<file path="src/rtl/mrrs_pkg.sv">
`default_nettype none
package mrrs_pkg;

	localparam int NUM_SLOTS_DEF   = 64;
	localparam int NUM_LEVELS_DEF  = 8;
	localparam int LEVEL_DEPTH_DEF = 32;

	localparam int IN_W  = 24;
	localparam int OUT_W = 24;

	localparam logic [1:0] OP_ALLOC = 2'd0;
	localparam logic [1:0] OP_RUN   = 2'd1;
	localparam logic [1:0] OP_SLEEP = 2'd2;
	localparam logic [1:0] OP_TICK  = 2'd3;

	localparam logic [1:0] STAT_OK     = 2'd0;
	localparam logic [1:0] STAT_NOSLOT = 2'd1;
	localparam logic [1:0] STAT_FULL   = 2'd2;
	localparam logic [1:0] STAT_NORUN  = 2'd3;

	localparam logic [1:0] SLOT_FREE  = 2'd0;
	localparam logic [1:0] SLOT_SLEEP = 2'd1;
	localparam logic [1:0] SLOT_RUN   = 2'd2;

	typedef struct packed {
		logic wr;
		logic sh;
	} cell_ctl_t;

endpackage
`default_nettype wire

</file>
<file path="src/rtl/mrrs_cell.sv">
`default_nettype none
module mrrs_cell #(
	parameter int W = 6
) (
	input  wire logic               clk,
	input  wire mrrs_pkg::cell_ctl_t ctl,
	input  wire logic [W-1:0]       wdata,
	input  wire logic [W-1:0]       nbr,
	output logic [W-1:0]            q
);
	import mrrs_pkg::*;

	logic [W-1:0] val_q;

	// append wins over compaction; compaction pulls the right neighbor in
	always_ff @(posedge clk) begin
		if (ctl.wr) begin
			val_q <= wdata;
		end else if (ctl.sh) begin
			val_q <= nbr;
		end
	end

	assign q = val_q;

endmodule
`default_nettype wire

</file>
<file path="config.mk">
export PLATFORM = sky130hd
export DESIGN_NAME = mrrs_cell
export DESIGN_NICKNAME = d
export VERILOG_FILES = /design/src/rtl/mrrs_pkg.sv /design/src/rtl/mrrs_cell.sv
export SDC_FILE = /design/constraint.sdc
export NUM_CORES = 1
export LEC_CHECK = 0
export ABC_AREA = 1
export BUFFER_PORTS_ARGS = -buffer_cell sky130_fd_sc_hd__buf_2
export CORE_AREA = 2 2 39 41
export CTS_BUF_LIST = sky130_fd_sc_hd__clkbuf_16
export CTS_CLUSTER_DIAMETER = 100
export DETAILED_ROUTE_END_ITERATION = 16
export DIE_AREA = 0 0 41 43
export GPL_TIMING_DRIVEN = 1
export PLACE_DENSITY = 0.52
export SYNTH_ARGS = -nofsm -noshare
export SYNTH_HDL_FRONTEND = slang
export SYNTH_SLANG_ARGS = --single-unit
</file>
<file path="constraint.sdc">
create_clock -name clk -period 0.8 [get_ports clk]
set_input_delay 0.12 -clock clk [delete_from_list [all_inputs] [get_ports clk]]
set_output_delay 0.12 -clock clk [all_outputs]
set_load 0.03 [all_outputs]
</file>
======== After elaboration in Yosys (flattened, before gate mapping) ========
Cells that the tools add are included.
operators by class
  mux-type cells .......................... 2
  reduce and logical (&&, ||, !) cells .... 1
operators by type and width
  cell               number
  $mux 6             2
  $reduce_bool 2->1  1
word-level totals
  register bits ........................... 6
  input bits .............................. 15
  output and inout bits ................... 6
  logic and storage cells ................. 4

======== Logic depth before layout (Yosys ltp) ========
Gate-level depths: netlist of run 1.
  depth after elaboration ................. 2
  depth in mapped cells ................... 3
  mapped depth without buffers ............ 3

======== Least setup slack after synthesis of run 1 ========
OpenSTA, ideal clock, no wires.
  path type ............................... input-to-reg
  start point ............................. in ctl[1] in the netlist's numbering
  end point ............................... reg val_q[0] (netlist: q[0]), enable pin
  setup time .............................. 273 ps
  arrival ................................. 406 ps
  required time ........................... 527 ps
  path slack .............................. 120 ps
  cell stages on the path ................. 1
  buffers on the path ..................... 0
  path through ............................ or2_1
between the ends
  longest elaborated chain between the ends .. 1
ends and longest elaborated chain
  what                                RTL line         source
  start: declaration                  mrrs_cell.sv:6   input wire mrrs_pkg::cell_ctl_t ctl,
  $reduce_bool 2->1 (no source line)  n/a
  end signal: assignment              mrrs_cell.sv:18  val_q <= wdata;
  end signal: assignment              mrrs_cell.sv:20  val_q <= nbr;
  end: declaration                    mrrs_cell.sv:13  logic [W-1:0] val_q;
No other way between the ends.
A chain may end at the register's enable or synchronous reset.

======== Worst setup path after layout of run 1 ========
  start point ............................. reg val_q[1] (netlist: q[1])
  end point ............................... out q[1]
RTL lines
  what              RTL line        source
  end: declaration  mrrs_cell.sv:9  output logic [W-1:0] q
No word-level cell between the ends.

==> results of run 1 <==
## path summary, 6_finish.rpt
path                       start             end  slack, ns
hold / removal            nbr[5]  q[5]$_DFFE_PP_       0.16
setup / recovery  q[1]$_DFFE_PP_            q[1]      -0.07
## cell families (layout without fill, tap and decap cells)
logic type	count (synthesis)	in the layout	synth area share
buffers and inverters	1	27	0.0145
and+or+nand+nor	19	19	0.286
DFF	6	6	0.699
## layer usage
metal	routed length, microns	vias up	GRT usage
met3	64	2	0.0314
li1	-	135	-
met5	0	-	0
met1	203	112	0.0627
met4	17	0	0.0800
met2	331	14	0.156
## cells in the mapped netlist
master and n:
or2_1 1, nand2_1 18, inv_2 1, edfxtp_1 6
## per-stage QoR
| stage | instances | power (mW) | hold WS (ns) |
|---|---|---|---|
| after floorplan | 26 | 0.504 | 0.299 |
| after global placement | 65 | 0.586 | 0.389 |
| after detailed placement | 65 | 0.587 | 0.392 |
| after CTS | 68 | 1.43 | 0.161 |
| after global routing | 68 | 1.48 | 0.183 |
| final | 68 | 1.43 | 0.159 |
## final cells by class
cell class / count / area, sq um
clock buffer: 3 / 75.1
fill: 144 / 871
inverter: 1 / 3.75
multi-input combinational: 19 / 73.8
sequential: 6 / 180
tap: 16 / 20.0
timing repair buffer: 23 / 160
## where the power goes
| group | internal, mW | total, mW | switching (mW) | leakage, nW |
|---|---|---|---|---|
| clock | 0.640 | 0.797 | 0.157 | 0.0370 |
| sequential | 0.390 | 0.404 | 0.0148 | 0.0618 |
| combinational | 0.106 | 0.225 | 0.119 | 0.165 |
## cells in the final DEF (no fill, tap or decap)
cell       instances
buf_4              3
inv_2              1
buf_6              6
nand2_1           18
buf_2             14
edfxtp_1           6
clkbuf_16          3
or2_1              1
## repair_timing
item | 4_1_cts | 5_1_grt
setup buffers | 0 | 0
gates resized for setup | 12 | 0
endpoints found under the setup margin | 6 | 6
==> impl_metrics.csv, run 1 <==
group,metric,value,unit
routing,route.vias.total,263,
outcome,run_status,"finished, violations left",
job,cap_violations,0,
grt,grt_pass1_wl,945,microns
clock_network,cell_at_the_root_of_the_clock_tree,"clkbuf_16",
timing,worst_pin_slew,0.248,ns
setup_path,critical_path.slowest_cell,"edfxtp_1",
hold_path,worstHoldPathType,"in -> reg",
timing,maxSlewHeadroom,0.835,
cells_and_area,final_core_util,0.371,
setup_path,crit_type,"reg -> out",
floorplan,placement_rows,14,
cells_and_area,largest_reg_flops,6,
setup_path,cp_num_cells,1,
pwr,p_leak,0.263,nW
timing,setup-tns-final,-0.392,ns
cells_and_area,nNetsFinal,69,
grt,grt.overflow.total,0,
grt,grtUsageTotal,0.0881,
timing,period_utilization,1.09,
hold_path,min_delay_path_depth,3,
timing,setup-violations-final,6,
placed_design,placedInstanceArea,400,sq um
setup_path,cp-start-kind,"flip-flop",
clock_network,clk_pin_slew_worst_paths,0.03,ns
synth,post-synth-top-area-cell,"edfxtp_1",
cells_and_area,syn2layout_area_growth,99.0,%
synth,synth.avg_cell_area,9.91,sq um
setup_path,path_delay_family,"flip-flops",
synth,yosys.area.top_type_share,0.699,
routing,drt_pass1_iterations,2,
timing,slew_violations,0,
timing,achievable-frequency,1.14,GHz
floorplan,die_area,0.00176,sq mm
floorplan,die_y,43,microns
synth,netlist_instances,26,
synth,synth.lib_cells_used.distinct,4,
placed_design,dp.final_hpwl,478,microns
setup_path,nature_of_the_critical_path_endpoint,"output port",
setup_path,timing.critical_path.arrival,0.75,ns
clock_network,cts_max_path_buffers,2,
timing,unrepaired_setup_endpoints_after_global_routing,"yes",
outcome,failed_checks,"setup timing",
synth,yosys_warnings,0,
routing,drc_errors_left,0,
placed_design,place_ws,-0.0430,ns
pwr,vdd_drop_max,0.846,mV
clock_network,cts_tree,"yes",
synth,seq_area_frac_synth,0.699,
grt,largest_net_degree_at_the_start_of_global_routing,7,
pwr,pwr_density_cell,2780,mW/mm^2
synth,syn-cell-area,258,sq um
clock_network,cts_max_level,1,
cells_and_area,postLayoutCellArea,513,sq um
clock_network,cts_num_sinks,6,
routing,detail-route-antenna-nets,0,
floorplan,initial_utilization,0.186,
setup_path,worstPathRequired,0.68,ns
synth,netlist_top_cells_area,"edfxtp_1, nand2_1, or2_1, inv_2",
setup_path,slowest_delay,0.38,ns
routing,viasPerCell,3.87,
setup_path,crit_fanout,1,
clock_network,cts_inserted_buffers,3,
timing,worst_slack,-0.0738,ns
grt,number_of_antenna_violations_at_the_first_check_in_global_routing,0,
routing,wl_per_cell,9.07,microns
setup_path,cp_cell_sequence,"buf_6",
routing,drt_wl_total,617,microns
cells_and_area,final_layout_size_suffix_gt1_frac,0.519,
synth,synth-seq-cells,6,
setup_path,critPathBufInv,1,
placed_design,port-buffer-count,20,
routing,drt_iter0_drc,1,
clock_network,post_cts_hold_buffer_count,0,
floorplan,dieWidth,41,microns
floorplan,pin_count,21,
timing,finalCriticalPeriod,0.874,ns
placed_design,routabilityCongestion,0.523,
grt,first_global_vias,261,
floorplan,core-area,0.00138,sq mm
synth,synthesis.nets,41,
timing,finalHoldViolations,0,
cells_and_area,num_antenna_cells,0,
Note: power is estimated with default switching activity, not from simulation.
==> inputs of run 2 (changes only) <==
- TNS_END_PERCENT: unset -> 10
==> impl_metrics.csv, run 2 (synthesis results as in run 1) <==
group,metric,value,unit
floorplan,die_y,43,microns
outcome,run_status,"finished, violations left",
grt,largest_net_degree_at_the_start_of_global_routing,7,
cells_and_area,postLayoutCellArea,507,sq um
floorplan,pin_count,21,
hold_path,worstHoldPathType,"in -> reg",
timing,maxSlewHeadroom,0.835,
routing,drt_iter0_drc,1,
pwr,cellInternalPower,1.13,mW
cells_and_area,largest_reg_flops,6,
floorplan,die_area,0.00176,sq mm
setup_path,cp_cell_sequence,"buf_2",
grt,grt.overflow.total,0,
clock_network,cts_tree,"yes",
clock_network,post_cts_hold_buffer_count,0,
grt,grt_pass1_wl,945,microns
floorplan,initial_utilization,0.186,
pwr,clkPwrFrac,0.562,
cells_and_area,most_common_cell_after_layout_fill_and_taps_aside,"nand2_1",
outcome,failed_checks,"setup timing",
clock_network,clk_pin_slew_worst_paths,0.03,ns
cells_and_area,nNetsFinal,69,
clock_network,cell_at_the_root_of_the_clock_tree,"clkbuf_16",
clock_network,cts_max_path_buffers,2,
placed_design,placedInstanceArea,400,sq um
timing,slew_violations,0,
cells_and_area,leading_cell_types_in_the_layout_fill_and_taps_excluded,"nand2_1, buf_2, edfxtp_1, buf_6",
grt,number_of_antenna_violations_at_the_first_check_in_global_routing,0,
pwr,pwr_density_cell,2800,mW/mm^2
floorplan,core-area,0.00138,sq mm
grt,first_global_vias,261,
pwr,power.share.sequential,0.284,
setup_path,timing.critical_path.arrival,0.76,ns
routing,drc_errors_left,0,
setup_path,critPathBufInv,1,
timing,unrepaired_setup_endpoints_after_global_routing,"yes",
setup_path,path_delay_family,"flip-flops",
setup_path,worstPathRequired,0.68,ns
timing,setup-violations-final,6,
pwr,switching_share,0.204,
pwr,p_leak,0.261,nW
cells_and_area,final_layout_size_suffix_gt1_frac,0.519,
timing,worst_hold_margin,0.159,ns
timing,finalCriticalPeriod,0.877,ns
grt,grtUsageTotal,0.0881,
setup_path,cp-start-kind,"flip-flop",
timing,worst_pin_slew,0.248,ns
pwr,finalPower,1.42,mW
timing,achievable-frequency,1.14,GHz
routing,route.vias.total,261,
job,cap_violations,0,
clock_network,buffers_inserted_by_post_cts_timing_repair,0,
floorplan,dieWidth,41,microns
routing,wl_per_cell,9.15,microns
floorplan,placement_rows,14,
clock_network,cts_num_sinks,6,
setup_path,crit_fanout,1,
setup_path,crit_type,"reg -> out",
routing,detail-route-antenna-nets,0,
routing,drt_pass1_iterations,2,
cells_and_area,seqCellArea,180,sq um
timing,worst_slack,-0.0767,ns
timing,period_utilization,1.10,
pwr,vdd_drop_max,0.845,mV
cells_and_area,area_occupied_by_multi_input_gates,73.8,sq um
cells_and_area,syn2layout_area_growth,96.6,%
placed_design,dp.final_hpwl,478,microns
routing,viasPerCell,3.84,
clock_network,cts_max_level,1,
pwr,switching_power,290,uW
clock_network,cts_inserted_buffers,3,
routing,drt_wl_total,622,microns
placed_design,port-buffer-count,20,
cells_and_area,num_antenna_cells,0,
timing,finalHoldViolations,0,
cells_and_area,fillerInstances,147,
setup_path,slowest_delay,0.35,ns
setup_path,critical_path.slowest_cell,"edfxtp_1",
placed_design,routabilityCongestion,0.523,
setup_path,nature_of_the_critical_path_endpoint,"output port",
pwr,share_comb_of_total_power,0.154,
run 2: cell types whose count changed in the layout (fill, tap and decap cells not counted):
cell	previous run	this run
buf_2	14	15
buf_6	6	5
run 2: power by group through the flow:
stage	logic (mW)	registers, mW	clock network (mW)
finish	0.219	0.403	0.797
global route	0.241	0.407	0.821
CTS	0.220	0.403	0.801
detailed placement	0.188	0.399	0
global placement	0.187	0.399	0
floorplan	0.0294	0.474	0
run 2: cell type report:
type,count,area share
inverter,1,0.00741
clock buffer,3,0.148
tap,16,0.0395
multi-input combinational,19,0.146
timing repair buffer,23,0.304
sequential,6,0.356
run 2: repair_timing:
item,4_1_cts,5_1_grt
gates cloned,0,0
setup endpoints to repair,6,6
hold endpoints to repair,0,0
resized for setup,10,0
run 2: layer usage:
metal,track usage,part of all wire
met5,0,0
met3,0.0314,0.10
met2,0.156,0.53
met1,0.0627,0.34
met4,0.0800,0.027
run 2: path summary, 6_finish.rpt:
| path | end | slack, ns | cells after the start | from |
|---|---|---|---|---|
| setup / recovery | q[2] | -0.08 | 1 | q[2]$_DFFE_PP_ |
| hold / removal | q[5]$_DFFE_PP_ | 0.16 | 3 | nbr[5] |
run 2: metrics by stage:
stage	TNS (ns)	setup slack (ns)	instances	utilization
final	-0.409	-0.0767	68	0.366
after global routing	-0.530	-0.0985	68	0.366
after CTS	-0.407	-0.0773	68	0.366
after detailed placement	-0.258	-0.0430	65	0.289
after global placement	-0.219	-0.0365	65	0.289
after floorplan	0	0.120	26	-
